## src/stramp_pkg.sv

```systemverilog
// ----------------------------------------------------------------------------
// stramp_pkg
// Shared constants, codes and widths of the trapezoidal stepper ramp.
// ----------------------------------------------------------------------------
`default_nettype none
package stramp_pkg;

   localparam int SPEED_FRAC_BITS_DEF = 16;
   localparam int SPEED_W = 42;
   localparam logic [SPEED_W-1:0] SPEED_LIMIT = {SPEED_W{1'b1}};

   localparam int CSR_IDX_W = 2;
   localparam int CSR_DATA_W = 32;
   localparam int REQ_TDATA_W = 48;
   localparam int REQ_TUSER_W = 3;
   localparam int RSP_FIELDS_W = 69;
   localparam int RSP_TDATA_W = 72;

   localparam logic [CSR_IDX_W-1:0] CSR_TICK_RATE = 2'd0;
   localparam logic [CSR_IDX_W-1:0] CSR_LONGEST_HALF = 2'd1;
   localparam logic [CSR_IDX_W-1:0] CSR_MAX_SPEED = 2'd2;
   localparam logic [CSR_IDX_W-1:0] CSR_ACCELERATION = 2'd3;

   localparam logic [2:0] ACT_COMPARE = 3'd0;
   localparam logic [2:0] ACT_REL_MOVE = 3'd1;
   localparam logic [2:0] ACT_ABS_MOVE = 3'd2;
   localparam logic [2:0] ACT_SMOOTH_STOP = 3'd3;
   localparam logic [2:0] ACT_EMERG_STOP = 3'd4;
   localparam logic [2:0] ACT_TARE = 3'd5;

endpackage
`default_nettype wire

```

## src/stramp_div.sv

```systemverilog
// ----------------------------------------------------------------------------
// stramp_div
// Restoring divider, one quotient bit per cycle.
// ----------------------------------------------------------------------------
`default_nettype none
module stramp_div #(
   parameter int NUM_W = 49,
   parameter int DEN_W = 43
) (
   input  wire logic             clock,
   input  wire logic             reset,
   input  wire logic             start,
   input  wire logic [NUM_W-1:0] num,
   input  wire logic [DEN_W-1:0] den,
   output logic      [NUM_W-1:0] quo,
   output logic                  done
);
   localparam int CNT_W = $clog2(NUM_W + 1);

   logic [CNT_W-1:0] cnt_ff, cnt_in;
   logic             run_ff, run_in, done_ff, done_in;
   logic [DEN_W:0]   rem_ff, rem_in, trial;
   logic [NUM_W-1:0] q_ff, q_in;
   logic [DEN_W-1:0] den_ff, den_in;
   logic             ge;

   always_comb begin
      trial = {rem_ff[DEN_W-1:0], q_ff[NUM_W-1]};
      ge = trial >= {1'b0, den_ff};
      cnt_in = cnt_ff;
      run_in = run_ff;
      done_in = 1'b0;
      rem_in = rem_ff;
      q_in = q_ff;
      den_in = den_ff;
      if (start) begin
         cnt_in = CNT_W'(NUM_W);
         run_in = 1'b1;
         rem_in = '0;
         q_in = num;
         den_in = den;
      end else if (run_ff) begin
         rem_in = ge ? (trial - {1'b0, den_ff}) : trial;
         q_in = {q_ff[NUM_W-2:0], ge};
         cnt_in = cnt_ff - CNT_W'(1);
         if (cnt_ff == CNT_W'(1)) begin
            run_in = 1'b0;
            done_in = 1'b1;
         end
      end
   end

   always_ff @(posedge clock) begin
      if (reset) begin
         run_ff <= 1'b0;
         done_ff <= 1'b0;
         cnt_ff <= '0;
      end else begin
         run_ff <= run_in;
         done_ff <= done_in;
         cnt_ff <= cnt_in;
      end
      rem_ff <= rem_in;
      q_ff <= q_in;
      den_ff <= den_in;
   end

   assign quo = q_ff;
   assign done = done_ff;
endmodule
`default_nettype wire

```

## src/stramp_mul.sv

```systemverilog
// ----------------------------------------------------------------------------
// stramp_mul
// Shift-and-add multiplier, one multiplier bit per cycle.
// ----------------------------------------------------------------------------
`default_nettype none
module stramp_mul #(
   parameter int OP_W = 42
) (
   input  wire logic              clock,
   input  wire logic              reset,
   input  wire logic              start,
   input  wire logic [OP_W-1:0]   op_a,
   input  wire logic [OP_W-1:0]   op_b,
   output logic      [2*OP_W-1:0] prod,
   output logic                   done
);
   localparam int CNT_W = $clog2(OP_W + 1);

   logic [CNT_W-1:0]  cnt_ff, cnt_in;
   logic              run_ff, run_in, done_ff, done_in;
   logic [OP_W-1:0]   a_ff, a_in;
   logic [2*OP_W-1:0] b_ff, b_in, acc_ff, acc_in;

   always_comb begin
      cnt_in = cnt_ff;
      run_in = run_ff;
      done_in = 1'b0;
      a_in = a_ff;
      b_in = b_ff;
      acc_in = acc_ff;
      if (start) begin
         cnt_in = CNT_W'(OP_W);
         run_in = 1'b1;
         a_in = op_a;
         b_in = (2*OP_W)'(op_b);
         acc_in = '0;
      end else if (run_ff) begin
         if (a_ff[0]) begin
            acc_in = acc_ff + b_ff;
         end
         a_in = a_ff >> 1;
         b_in = b_ff << 1;
         cnt_in = cnt_ff - CNT_W'(1);
         if (cnt_ff == CNT_W'(1)) begin
            run_in = 1'b0;
            done_in = 1'b1;
         end
      end
   end

   always_ff @(posedge clock) begin
      if (reset) begin
         run_ff <= 1'b0;
         done_ff <= 1'b0;
         cnt_ff <= '0;
      end else begin
         run_ff <= run_in;
         done_ff <= done_in;
         cnt_ff <= cnt_in;
      end
      a_ff <= a_in;
      b_ff <= b_in;
      acc_ff <= acc_in;
   end

   assign prod = acc_ff;
   assign done = done_ff;
endmodule
`default_nettype wire

```

## src/stramp_sqrt.sv

```systemverilog
// ----------------------------------------------------------------------------
// stramp_sqrt
// Digit-by-digit integer square root, one root bit per cycle, truncated.
// ----------------------------------------------------------------------------
`default_nettype none
module stramp_sqrt #(
   parameter int ROOT_W = 43
) (
   input  wire logic                clock,
   input  wire logic                reset,
   input  wire logic                start,
   input  wire logic [2*ROOT_W-1:0] radicand,
   output logic      [ROOT_W-1:0]   root,
   output logic                     done
);
   localparam int CNT_W = $clog2(ROOT_W + 1);
   localparam int REM_W = ROOT_W + 2;

   logic [CNT_W-1:0]    cnt_ff, cnt_in;
   logic                run_ff, run_in, done_ff, done_in;
   logic [REM_W-1:0]    rem_ff, rem_in;
   logic [ROOT_W-1:0]   root_ff, root_in;
   logic [2*ROOT_W-1:0] rad_ff, rad_in;
   logic [REM_W+1:0]    cand, trial;
   logic                ge;

   always_comb begin
      cand = {rem_ff, rad_ff[2*ROOT_W-1 -: 2]};
      trial = (REM_W+2)'({root_ff, 2'b01});
      ge = cand >= trial;
      cnt_in = cnt_ff;
      run_in = run_ff;
      done_in = 1'b0;
      rem_in = rem_ff;
      root_in = root_ff;
      rad_in = rad_ff;
      if (start) begin
         cnt_in = CNT_W'(ROOT_W);
         run_in = 1'b1;
         rem_in = '0;
         root_in = '0;
         rad_in = radicand;
      end else if (run_ff) begin
         rem_in = REM_W'(ge ? (cand - trial) : cand);
         root_in = {root_ff[ROOT_W-2:0], ge};
         rad_in = rad_ff << 2;
         cnt_in = cnt_ff - CNT_W'(1);
         if (cnt_ff == CNT_W'(1)) begin
            run_in = 1'b0;
            done_in = 1'b1;
         end
      end
   end

   always_ff @(posedge clock) begin
      if (reset) begin
         run_ff <= 1'b0;
         done_ff <= 1'b0;
         cnt_ff <= '0;
      end else begin
         run_ff <= run_in;
         done_ff <= done_in;
         cnt_ff <= cnt_in;
      end
      rem_ff <= rem_in;
      root_ff <= root_in;
      rad_ff <= rad_in;
   end

   assign root = root_ff;
   assign done = done_ff;
endmodule
`default_nettype wire

```

## src/stepper_trapezoid_ramp.sv

```systemverilog
// ----------------------------------------------------------------------------
// stepper_trapezoid_ramp
// Trapezoidal step/direction profile: one action per beat, one result beat.
// ----------------------------------------------------------------------------
//  Channel   Direction  Contents
//  req_      in         action in tuser; move_steps, absolute_target in tdata
//  rsp_      out        accepted, level, direction, moving, position, arm, interval
//  csr_      in         write of tick_rate, longest half period, max speed, accel
//
//  Plain actions pass through ST_REPLY, the hold register and the output
//  register. A move start runs two or three passes of the bit-serial divider.
//  A rising step edge adds two multiplier passes and at most one square root
//  pass. Reset is synchronous and leaves no clearing pass. One result is
//  buffered, so the next beat is taken while the previous result waits on
//  rsp_tready.
// ----------------------------------------------------------------------------
`default_nettype none
module stepper_trapezoid_ramp #(
   parameter int SPEED_FRAC_BITS = stramp_pkg::SPEED_FRAC_BITS_DEF
) (
   input  wire logic                                clock,
   input  wire logic                                reset,
   input  wire logic                                req_tvalid,
   output logic                                     req_tready,
   // move_steps [31:0], absolute_target [47:32]
   input  wire logic [stramp_pkg::REQ_TDATA_W-1:0]  req_tdata,
   // action [2:0]
   input  wire logic [stramp_pkg::REQ_TUSER_W-1:0]  req_tuser,
   output logic                                     rsp_tvalid,
   input  wire logic                                rsp_tready,
   // accepted [0], step_level [1], direction [2], moving [3], position [35:4],
   // arm_timer [36], interval_ticks [68:37], zero fill [71:69]
   output logic      [stramp_pkg::RSP_TDATA_W-1:0]  rsp_tdata,
   input  wire logic                                csr_wen,
   input  wire logic [stramp_pkg::CSR_IDX_W-1:0]    csr_index,
   input  wire logic [stramp_pkg::CSR_DATA_W-1:0]   csr_wdata
);
   import stramp_pkg::*;

   localparam int F = SPEED_FRAC_BITS;
   localparam int TS_W = 32 + F;
   localparam int WIDE_W = (TS_W > SPEED_W) ? TS_W : SPEED_W;
   localparam int NUM_W = WIDE_W + 1;
   localparam int DEN_W = SPEED_W + 1;
   localparam int PROD_W = 2 * SPEED_W;
   localparam int NEED_P_W = 65;
   localparam int NEED_W = NEED_P_W + 2 * F;
   localparam int CMP_W = (PROD_W > NEED_W) ? PROD_W : NEED_W;
   localparam int ACC2_W = 33 + 2 * F;
   localparam int RAD_W = ((PROD_W > ACC2_W) ? PROD_W : ACC2_W) + 1;
   localparam int ROOT_W = (RAD_W + 1) / 2;

   typedef enum logic [8:0] {
      ST_IDLE  = 9'b000000001,
      ST_VMIN  = 9'b000000010,
      ST_SQ    = 9'b000000100,
      ST_NEED  = 9'b000001000,
      ST_ROOT  = 9'b000010000,
      ST_CLAMP = 9'b000100000,
      ST_HP    = 9'b001000000,
      ST_SPEED = 9'b010000000,
      ST_REPLY = 9'b100000000
   } state_type;

   state_type state_ff, state_in;

   logic [31:0] tick_ff, lhp_ff, maxs_ff, acc_ff;
   logic [31:0] pos_ff, pos_in, left_ff, left_in, hp_ff, hp_in;
   logic        dir_ff, dir_in, busy_ff, busy_in, soft_ff, soft_in, pin_ff, pin_in;
   logic        edge_ff, edge_in, dec_ff, dec_in, ok_ff, ok_in, arm_ff, arm_in;
   logic [SPEED_W-1:0] speed_ff, speed_in, vmin_ff, vmin_in;
   logic [PROD_W-1:0]  v2_ff, v2_in;
   logic [ROOT_W-1:0]  nv_ff, nv_in;

   logic                    hold_valid_ff, hold_valid_in, rsp_valid_ff;
   logic [RSP_FIELDS_W-1:0] hold_ff, rsp_data_ff;

   logic                accept;
   logic [2:0]          action;
   logic [31:0]         move_steps, target, delta, left_dec, arr, q_hp;
   logic [TS_W-1:0]     ts;
   logic [NUM_W-1:0]    ts_num;
   logic [WIDE_W-1:0]   ms_w;
   logic [SPEED_W-1:0]  msat, vmax, q_sat, v_sel, hp_src_v, v_clamp;
   logic [ACC2_W-1:0]   acc2;
   logic [RAD_W-1:0]    v2_rad, acc2_rad;
   logic [NEED_W-1:0]   need_cmp;
   logic                decel;

   logic                div_start, div_done;
   logic [NUM_W-1:0]    div_num, div_quo;
   logic [DEN_W-1:0]    div_den;
   logic                mul_start, mul_done;
   logic [SPEED_W-1:0]  mul_a, mul_b;
   logic [PROD_W-1:0]   mul_prod;
   logic                sq_start, sq_done;
   logic [2*ROOT_W-1:0] sq_rad;
   logic [ROOT_W-1:0]   sq_root;

   stramp_div #(.NUM_W(NUM_W), .DEN_W(DEN_W)) u_div (
      .clock(clock), .reset(reset), .start(div_start), .num(div_num),
      .den(div_den), .quo(div_quo), .done(div_done)
   );

   stramp_mul #(.OP_W(SPEED_W)) u_mul (
      .clock(clock), .reset(reset), .start(mul_start), .op_a(mul_a),
      .op_b(mul_b), .prod(mul_prod), .done(mul_done)
   );

   stramp_sqrt #(.ROOT_W(ROOT_W)) u_sqrt (
      .clock(clock), .reset(reset), .start(sq_start), .radicand(sq_rad),
      .root(sq_root), .done(sq_done)
   );

   assign req_tready = (state_ff == ST_IDLE) && !hold_valid_ff;
   assign accept = req_tvalid && req_tready;
   assign action = req_tuser;
   assign move_steps = req_tdata[31:0];

   always_comb begin
      arr = (lhp_ff == 32'd0) ? 32'd1 : lhp_ff;
      ts = {tick_ff, {F{1'b0}}};
      ts_num = NUM_W'(ts);
      ms_w = WIDE_W'({maxs_ff, {F{1'b0}}});
      msat = (ms_w > WIDE_W'(SPEED_LIMIT)) ? SPEED_LIMIT : ms_w[SPEED_W-1:0];
      vmax = (msat < vmin_ff) ? vmin_ff : msat;
      q_sat = (div_quo > NUM_W'(SPEED_LIMIT)) ? SPEED_LIMIT : div_quo[SPEED_W-1:0];
      if (div_quo == '0) begin
         q_hp = 32'd1;
      end else if (div_quo > NUM_W'(arr)) begin
         q_hp = arr;
      end else begin
         q_hp = div_quo[31:0];
      end
      v_sel = (speed_ff < q_sat) ? q_sat : speed_ff;
      acc2 = {acc_ff, 1'b0, {(2*F){1'b0}}};
      v2_rad = RAD_W'(v2_ff);
      acc2_rad = RAD_W'(acc2);
      need_cmp = {mul_prod[NEED_P_W-1:0], {(2*F){1'b0}}};
      decel = soft_ff || (CMP_W'(v2_ff) >= CMP_W'(need_cmp));
      if (dec_ff) begin
         v_clamp = (nv_ff < ROOT_W'(vmin_ff)) ? vmin_ff : nv_ff[SPEED_W-1:0];
      end else begin
         v_clamp = (nv_ff > ROOT_W'(vmax)) ? vmax : nv_ff[SPEED_W-1:0];
      end
      hp_src_v = (state_ff == ST_VMIN) ? q_sat : v_clamp;
      target = (action == ACT_REL_MOVE) ? (pos_ff + move_steps) : {16'd0, req_tdata[47:32]};
      delta = target - pos_ff;
      left_dec = (left_ff != 32'd0) ? (left_ff - 32'd1) : 32'd0;
   end

   always_comb begin
      state_in = state_ff;
      pos_in = pos_ff;
      left_in = left_ff;
      hp_in = hp_ff;
      dir_in = dir_ff;
      busy_in = busy_ff;
      soft_in = soft_ff;
      pin_in = pin_ff;
      edge_in = edge_ff;
      dec_in = dec_ff;
      ok_in = ok_ff;
      arm_in = arm_ff;
      speed_in = speed_ff;
      vmin_in = vmin_ff;
      v2_in = v2_ff;
      nv_in = nv_ff;
      hold_valid_in = hold_valid_ff;
      div_start = 1'b0;
      div_num = ts_num + NUM_W'(arr);
      div_den = DEN_W'({arr, 1'b0});
      mul_start = 1'b0;
      mul_a = v_sel;
      mul_b = v_sel;
      sq_start = 1'b0;
      sq_rad = (2*ROOT_W)'(v2_rad + acc2_rad);

      unique case (state_ff)
         ST_IDLE: begin
            if (accept) begin
               ok_in = 1'b1;
               arm_in = 1'b0;
               state_in = ST_REPLY;
               unique case (action)
                  ACT_COMPARE: begin
                     if (busy_ff) begin
                        pin_in = !pin_ff;
                        arm_in = 1'b1;
                        if (!pin_ff) begin
                           pos_in = dir_ff ? (pos_ff + 32'd1) : (pos_ff - 32'd1);
                           left_in = left_dec;
                           if (left_dec == 32'd0) begin
                              busy_in = 1'b0;
                              soft_in = 1'b0;
                              pin_in = 1'b0;
                              hp_in = '0;
                              speed_in = '0;
                              arm_in = 1'b0;
                           end else begin
                              edge_in = 1'b1;
                              div_start = 1'b1;
                              state_in = ST_VMIN;
                           end
                        end
                     end
                  end
                  ACT_REL_MOVE, ACT_ABS_MOVE: begin
                     if (busy_ff) begin
                        ok_in = 1'b0;
                     end else if (delta != 32'd0) begin
                        dir_in = !delta[31];
                        left_in = delta[31] ? (32'd0 - delta) : delta;
                        soft_in = 1'b0;
                        pin_in = 1'b0;
                        busy_in = 1'b1;
                        arm_in = 1'b1;
                        edge_in = 1'b0;
                        div_start = 1'b1;
                        state_in = ST_VMIN;
                     end
                  end
                  ACT_SMOOTH_STOP: begin
                     soft_in = 1'b1;
                  end
                  ACT_EMERG_STOP: begin
                     busy_in = 1'b0;
                     soft_in = 1'b0;
                     pin_in = 1'b0;
                     hp_in = '0;
                     speed_in = '0;
                     left_in = '0;
                  end
                  ACT_TARE: begin
                     if (!busy_ff) begin
                        pos_in = '0;
                     end
                  end
                  default: begin
                     ok_in = 1'b0;
                  end
               endcase
            end
         end
         ST_VMIN: begin
            if (div_done) begin
               vmin_in = q_sat;
               if (edge_ff) begin
                  mul_start = 1'b1;
                  state_in = ST_SQ;
               end else if (hp_src_v == '0) begin
                  hp_in = arr;
                  div_start = 1'b1;
                  state_in = ST_SPEED;
               end else begin
                  div_num = ts_num + NUM_W'(hp_src_v);
                  div_den = {hp_src_v, 1'b0};
                  div_start = 1'b1;
                  state_in = ST_HP;
               end
            end
         end
         ST_SQ: begin
            if (mul_done) begin
               v2_in = mul_prod;
               mul_a = SPEED_W'({acc_ff, 1'b0});
               mul_b = SPEED_W'(left_ff);
               mul_start = 1'b1;
               state_in = ST_NEED;
            end
         end
         ST_NEED: begin
            if (mul_done) begin
               dec_in = decel;
               if (decel) begin
                  if (acc2_rad >= v2_rad) begin
                     nv_in = '0;
                     state_in = ST_CLAMP;
                  end else begin
                     sq_rad = (2*ROOT_W)'(v2_rad - acc2_rad);
                     sq_start = 1'b1;
                     state_in = ST_ROOT;
                  end
               end else begin
                  sq_start = 1'b1;
                  state_in = ST_ROOT;
               end
            end
         end
         ST_ROOT: begin
            if (sq_done) begin
               nv_in = sq_root;
               state_in = ST_CLAMP;
            end
         end
         ST_CLAMP: begin
            if (dec_ff && soft_ff && (nv_ff <= ROOT_W'(vmin_ff))) begin
               busy_in = 1'b0;
               soft_in = 1'b0;
               pin_in = 1'b0;
               hp_in = '0;
               speed_in = '0;
               left_in = '0;
               arm_in = 1'b0;
               state_in = ST_REPLY;
            end else if (hp_src_v == '0) begin
               hp_in = arr;
               div_start = 1'b1;
               state_in = ST_SPEED;
            end else begin
               div_num = ts_num + NUM_W'(hp_src_v);
               div_den = {hp_src_v, 1'b0};
               div_start = 1'b1;
               state_in = ST_HP;
            end
         end
         ST_HP: begin
            if (div_done) begin
               hp_in = q_hp;
               div_num = ts_num + NUM_W'(q_hp);
               div_den = DEN_W'({q_hp, 1'b0});
               div_start = 1'b1;
               state_in = ST_SPEED;
            end
         end
         ST_SPEED: begin
            if (div_done) begin
               speed_in = q_sat;
               state_in = ST_REPLY;
            end
         end
         ST_REPLY: begin
            hold_valid_in = 1'b1;
            state_in = ST_IDLE;
         end
         default: begin
            state_in = ST_IDLE;
         end
      endcase

      if (hold_valid_ff && (!rsp_valid_ff || rsp_tready)) begin
         hold_valid_in = 1'b0;
      end
   end

   always_ff @(posedge clock) begin
      if (reset) begin
         state_ff <= ST_IDLE;
         tick_ff <= 32'd1000000;
         lhp_ff <= 32'd65535;
         maxs_ff <= 32'd1000;
         acc_ff <= 32'd1000;
         pos_ff <= '0;
         left_ff <= '0;
         hp_ff <= '0;
         dir_ff <= 1'b1;
         busy_ff <= 1'b0;
         soft_ff <= 1'b0;
         pin_ff <= 1'b0;
         speed_ff <= '0;
         edge_ff <= 1'b0;
         dec_ff <= 1'b0;
         ok_ff <= 1'b0;
         arm_ff <= 1'b0;
         hold_valid_ff <= 1'b0;
         rsp_valid_ff <= 1'b0;
      end else begin
         state_ff <= state_in;
         pos_ff <= pos_in;
         left_ff <= left_in;
         hp_ff <= hp_in;
         dir_ff <= dir_in;
         busy_ff <= busy_in;
         soft_ff <= soft_in;
         pin_ff <= pin_in;
         speed_ff <= speed_in;
         edge_ff <= edge_in;
         dec_ff <= dec_in;
         ok_ff <= ok_in;
         arm_ff <= arm_in;
         hold_valid_ff <= hold_valid_in;
         if (hold_valid_ff && (!rsp_valid_ff || rsp_tready)) begin
            rsp_valid_ff <= 1'b1;
         end else if (rsp_tready) begin
            rsp_valid_ff <= 1'b0;
         end
         if (csr_wen) begin
            unique case (csr_index)
               CSR_TICK_RATE:    tick_ff <= csr_wdata;
               CSR_LONGEST_HALF: lhp_ff <= csr_wdata;
               CSR_MAX_SPEED:    maxs_ff <= csr_wdata;
               CSR_ACCELERATION: acc_ff <= csr_wdata;
               default: begin
               end
            endcase
         end
      end
      vmin_ff <= vmin_in;
      v2_ff <= v2_in;
      nv_ff <= nv_in;
      if (state_ff == ST_REPLY) begin
         hold_ff <= {(arm_ff ? hp_ff : 32'd0), arm_ff, pos_ff, busy_ff, dir_ff, pin_ff, ok_ff};
      end
      if (hold_valid_ff && (!rsp_valid_ff || rsp_tready)) begin
         rsp_data_ff <= hold_ff;
      end
   end

   assign rsp_tvalid = rsp_valid_ff;
   assign rsp_tdata = {{(RSP_TDATA_W-RSP_FIELDS_W){1'b0}}, rsp_data_ff};
endmodule
`default_nettype wire

```

## config.mk

```make
export PLATFORM = sky130hd
export DESIGN_NAME = stepper_trapezoid_ramp
export DESIGN_NICKNAME = d
export VERILOG_FILES = /design/src/stramp_pkg.sv /design/src/stramp_div.sv /design/src/stramp_mul.sv /design/src/stramp_sqrt.sv /design/src/stepper_trapezoid_ramp.sv
export SDC_FILE = /design/constraint.sdc
export NUM_CORES = 2
export LEC_CHECK = 0
export BUFFER_PORTS_ARGS = -buffer_cell sky130_fd_sc_hd__buf_2
export CAP_MARGIN = 20
export CORE_MARGIN = 2
export CORE_UTILIZATION = 46
export DETAILED_ROUTE_END_ITERATION = 7
export PLACE_DENSITY = 0.64
export SYNTH_ARGS = -nofsm -noshare
export SYNTH_HDL_FRONTEND = slang
export SYNTH_SLANG_ARGS = --single-unit
```

## constraint.sdc

```tcl
create_clock -name clock -period 16.35 [get_ports clock]
set_input_delay 1.635 -clock clock [delete_from_list [all_inputs] [get_ports clock]]
set_output_delay 1.635 -clock clock [all_outputs]
set_load 0.03 [all_outputs]
```

==> flow_results.xml <==
<?xml version="1.0" encoding="UTF-8"?>
<metrics>
  <group name="sta">
    <metric name="grt_setup_unrepaired" unit="">false</metric>
    <metric name="final.setup.worst_slack" unit="ps">4140</metric>
    <metric name="tns" unit="ps">0</metric>
    <metric name="finalHoldViolations" unit="">0</metric>
    <metric name="max_clock_freq" unit="GHz">0.0819</metric>
    <metric name="slew_viol_final" unit="">0</metric>
    <metric name="clock_skew" unit="ps">27.5</metric>
    <metric name="fin_crit" unit="ps">12210</metric>
    <metric name="setup_violations" unit="">0</metric>
    <metric name="max_slew.worst_pin.slew" unit="ps">1130</metric>
    <metric name="layout_worst_path_cycle_share" unit="%">74.7</metric>
    <metric name="timing.max_slew.rel_slack" unit="%">24.3</metric>
  </group>
  <group name="global_route">
    <metric name="antenna_found_initial" unit="">11</metric>
    <metric name="grt_pass1_wl" unit="mm">401</metric>
    <metric name="groute.usage.overall" unit="%">31.2</metric>
    <metric name="globalRouteOverflowTotal" unit="">0</metric>
    <metric name="grt_pass1_vias" unit="">62700</metric>
    <metric name="grt_max_degree" unit="">105</metric>
  </group>
  <group name="drt">
    <metric name="drt-pass1-iter-count" unit="">8</metric>
    <metric name="detailroute.wirelength.met3" unit="mm">21.5</metric>
    <metric name="wl_met2" unit="mm">118</metric>
    <metric name="route.antenna.remaining_nets" unit="">0</metric>
    <metric name="route.layer.met1.wl" unit="mm">118</metric>
    <metric name="top_signal_layer_used" unit="">met5</metric>
    <metric name="routedWlPerCell" unit="um">24.4</metric>
    <metric name="drt-vias-per-instance" unit="">6.10</metric>
    <metric name="drcViolationCount" unit="">2</metric>
    <metric name="routed_wirelength" unit="mm">271</metric>
    <metric name="initialDrtViolationCount" unit="">7182</metric>
    <metric name="detailroute.via_count" unit="">67800</metric>
  </group>
  <group name="floorplanning">
    <metric name="die_width" unit="um">410</metric>
    <metric name="num_rows" unit="">149</metric>
    <metric name="die_area" unit="um2">168000</metric>
    <metric name="io-pin-count" unit="">164</metric>
    <metric name="die_y" unit="um">410</metric>
    <metric name="initial_core_util" unit="%">46.1</metric>
    <metric name="core_area" unit="um2">164000</metric>
  </group>
  <group name="clock_tree">
    <metric name="cts_resized" unit="">0</metric>
    <metric name="htree_levels" unit="">4</metric>
    <metric name="cts_made_buffers" unit="">134</metric>
    <metric name="clock_insertion_delay_worst_skew" unit="ps">800</metric>
    <metric name="tritoncts_clock_tree" unit="">done</metric>
    <metric name="clockRootBuffer" unit="">sky130_fd_sc_hd__clkbuf_16</metric>
    <metric name="hold_buffers" unit="">0</metric>
    <metric name="tritoncts_num_sinks" unit="">1134</metric>
    <metric name="post-cts-setup-buffers" unit="">0</metric>
    <metric name="cts.reportedPaths.clkPinSlew" unit="ps">60</metric>
    <metric name="clock_tree.buffer_depth" unit="">3</metric>
  </group>
  <group name="final_layout">
    <metric name="synth_to_final_area_change" unit="%">9.26</metric>
    <metric name="fin_nets" unit="">9569</metric>
    <metric name="share_of_cells_above_drive_strength_1" unit="%">7.73</metric>
  </group>
  <group name="synthesis">
    <metric name="synth_sequential_area_ratio" unit="%">37.4</metric>
    <metric name="postSynthAreaPerCell" unit="um2">8.52</metric>
    <metric name="number_of_enable_flip_flop_cells_after_synthesis" unit="">568</metric>
    <metric name="synthesized_instance_count" unit="">8909</metric>
    <metric name="synth_top_area_share" unit="%">22.5</metric>
    <metric name="synth_top_cells_by_count" unit="">1,030 x sky130_fd_sc_hd__nand2_1, 900 x sky130_fd_sc_hd__a21oi_1, 786 x sky130_fd_sc_hd__nor2_1</metric>
    <metric name="synth_top_cells_by_area" unit="">sky130_fd_sc_hd__edfxtp_1 22%, sky130_fd_sc_hd__dfxtp_1 15%, sky130_fd_sc_hd__ha_1 11%, sky130_fd_sc_hd__a21oi_1 5.9%, sky130_fd_sc_hd__nand2_1 5.1%</metric>
    <metric name="yosys_reg_bits" unit="">1134</metric>
    <metric name="mappedNetlistArea" unit="um2">75900</metric>
    <metric name="synth_flop_cell" unit="">sky130_fd_sc_hd__edfxtp_1</metric>
    <metric name="yosysUniqueCellTypes" unit="">111</metric>
    <metric name="yosysTopAreaCell" unit="">sky130_fd_sc_hd__edfxtp_1</metric>
    <metric name="synth_most_common_cell" unit="">sky130_fd_sc_hd__nand2_1</metric>
    <metric name="ys_async_sr_fraction" unit="%">0</metric>
    <metric name="synth_warn" unit="">0</metric>
  </group>
  <group name="critical_path">
    <metric name="critPathMaxStageDelay" unit="ps">680</metric>
    <metric name="critical-path-top-cell-by-count" unit="">sky130_fd_sc_hd__o21ai_0</metric>
    <metric name="critical_path.max_fanout" unit="">43</metric>
    <metric name="critPathSlowestCell" unit="">sky130_fd_sc_hd__o22a_1</metric>
    <metric name="crit_type" unit="">reg2reg</metric>
    <metric name="worstPathArrival" unit="ps">12740</metric>
    <metric name="timing.critical_path.from_type" unit="">flip-flop</metric>
    <metric name="number_of_cells_traversed_by_the_worst_register_to_register_path" unit="">39</metric>
    <metric name="worst_ep_required_time" unit="ps">16880</metric>
    <metric name="critical_path.endpoint_type" unit="">flip-flop</metric>
  </group>
  <group name="worst_hold_path">
    <metric name="min_path_cells" unit="">0</metric>
    <metric name="hold_path.class" unit="">reg2reg</metric>
  </group>
  <group name="place">
    <metric name="hpwl" unit="mm">202</metric>
    <metric name="gp_routability_congestion" unit="">0.996</metric>
    <metric name="pre_cts_slack" unit="ps">4410</metric>
    <metric name="port_buffers" unit="">160</metric>
  </group>
  <group name="outcome">
    <metric name="run_status" unit="">finished, violations left</metric>
    <metric name="failed_checks" unit="">design-rule violations</metric>
  </group>
  <group name="power_and_ir_drop">
    <metric name="power-per-cell-area" unit="nW/um2">118</metric>
    <metric name="leakagePower" unit="nW">33.1</metric>
    <metric name="max-vdd-ir-drop" unit="uV">137</metric>
  </group>
  <group name="job">
    <metric name="drv_cap" unit="">0</metric>
  </group>
</metrics>
==> final timing paths <==
check | from | to | slack (ps)
max | maxs_ff[29] | u_div.quo[46] | 4140
max reg2reg | maxs_ff[29] | u_div.quo[46] | 4140
min reg2reg | hold_ff[13] | rsp_data_ff[13] | 410
min | hold_ff[13] | rsp_data_ff[13] | 410
==> report_power, final <==
| group | switching [mW] | internal, mW | leakage [nW] | total [mW] |
|---|---|---|---|---|
| Combinational | 2.07 | 1.17 | 21.4 | 3.25 |
| Clock | 1.30 | 1.74 | 2.17 | 3.04 |
| Sequential | 0.268 | 3.19 | 9.61 | 3.46 |
==> kinds of logic after synthesis <==
logic type                 synth area share (%)
AOI/OAI and AO/OA                          21.5
xor gates and xnor gates                   4.28
adders and majority gates                  11.0
buffers and inverters                      4.78
DFF                                        37.4
muxes                                      2.32
other                                   0.00494
and+or+nand+nor                            18.7
==> state kept, by name, summed over array words and instances, names as in the netlist, 43 cells and up <==
| signal | cells |
|---|---|
| u_sqrt.rad_ff | 86 |
| u_mul.b_ff | 84 |
| v2_ff | 84 |
| u_sqrt.root | 43 |
| hold_ff | 69 |
| u_div.quo | 49 |
| u_mul.prod | 84 |
| rsp_data_ff | 69 |
| u_div.rem_ff | 43 |
| nv_ff | 43 |
| u_sqrt.rem_ff | 45 |
==> cell type report <==
type / count / area (um2)
Antenna cell: 2 / 5.00
Clock buffer: 181 / 3790
Clock inverter: 67 / 659
Fill cell: 15700 / 81500
Inverter: 470 / 1770
Multi-Input combinational cell: 6833 / 44100
Sequential cell: 1134 / 28400
Tap cell: 2189 / 2740
Timing Repair Buffer: 246 / 1480
==> metal layers <==
metal	GRT usage (%)	vias to the layer above
li1	-	32000
met1	42.8	32600
met2	47.8	2739
met3	5.47	540
met4	14.0	16
met5	0	-
==> critical path, delay by kind of cell (launching register included) <==
family | cells | cell delay [ps]
buffers and inverters | 4 | 1300
adders and majority gates | 3 | 720
muxes | 1 | 400
and+or+nand+nor | 14 | 4010
AOI/OAI and AO/OA | 17 | 5110
DFF | 1 | 320
==> cells in the final DEF, fill, tap and decap left out, types with 38 or more instances in the layout <==
master                      count
sky130_fd_sc_hd__buf_2        159
sky130_fd_sc_hd__nor4_1        89
sky130_fd_sc_hd__ha_1         650
sky130_fd_sc_hd__o211ai_1      80
sky130_fd_sc_hd__a21o_1       239
sky130_fd_sc_hd__nor3_1       135
sky130_fd_sc_hd__xnor2_1      231
sky130_fd_sc_hd__nand2_1     1027
sky130_fd_sc_hd__and3_1       125
sky130_fd_sc_hd__clkbuf_16    139
sky130_fd_sc_hd__o21a_1        85
sky130_fd_sc_hd__nand4_1      124
sky130_fd_sc_hd__edfxtp_1     568
sky130_fd_sc_hd__xor2_1       140
sky130_fd_sc_hd__a21oi_1      897
sky130_fd_sc_hd__dfxtp_1      563
sky130_fd_sc_hd__a211oi_1      69
sky130_fd_sc_hd__o21bai_1      64
sky130_fd_sc_hd__a22oi_1       96
sky130_fd_sc_hd__o21ai_0      597
sky130_fd_sc_hd__nand2b_1      92
sky130_fd_sc_hd__a31oi_1       73
sky130_fd_sc_hd__o31ai_1       38
sky130_fd_sc_hd__nand3_1      186
sky130_fd_sc_hd__buf_4         81
sky130_fd_sc_hd__inv_1        466
sky130_fd_sc_hd__and2_1       109
sky130_fd_sc_hd__nor2b_1       86
sky130_fd_sc_hd__mux2i_1      142
sky130_fd_sc_hd__nor2_1       780
sky130_fd_sc_hd__or2_2         96
sky130_fd_sc_hd__or3_1         38
==> through the flow <==
| step | power (mW) | hold slack (ps) | area, um2 | instances | util, % |
|---|---|---|---|---|---|
| 2_1_floorplan | 5.76 | 400 | 75900 | 8911 | - |
| 3_3_place_gp | 6.63 | 401 | 78400 | 10900 | 47.7 |
| 3_5_place_dp | 6.65 | 405 | 78400 | 10900 | 47.7 |
| 4_1_cts | 9.71 | 413 | 82800 | 11100 | 50.4 |
| 5_1_grt | 10.2 | 415 | 82900 | 11100 | 50.4 |
| 6_report | 9.75 | 410 | 82900 | 11100 | 50.4 |
Power figures use the tool's default switching activity.
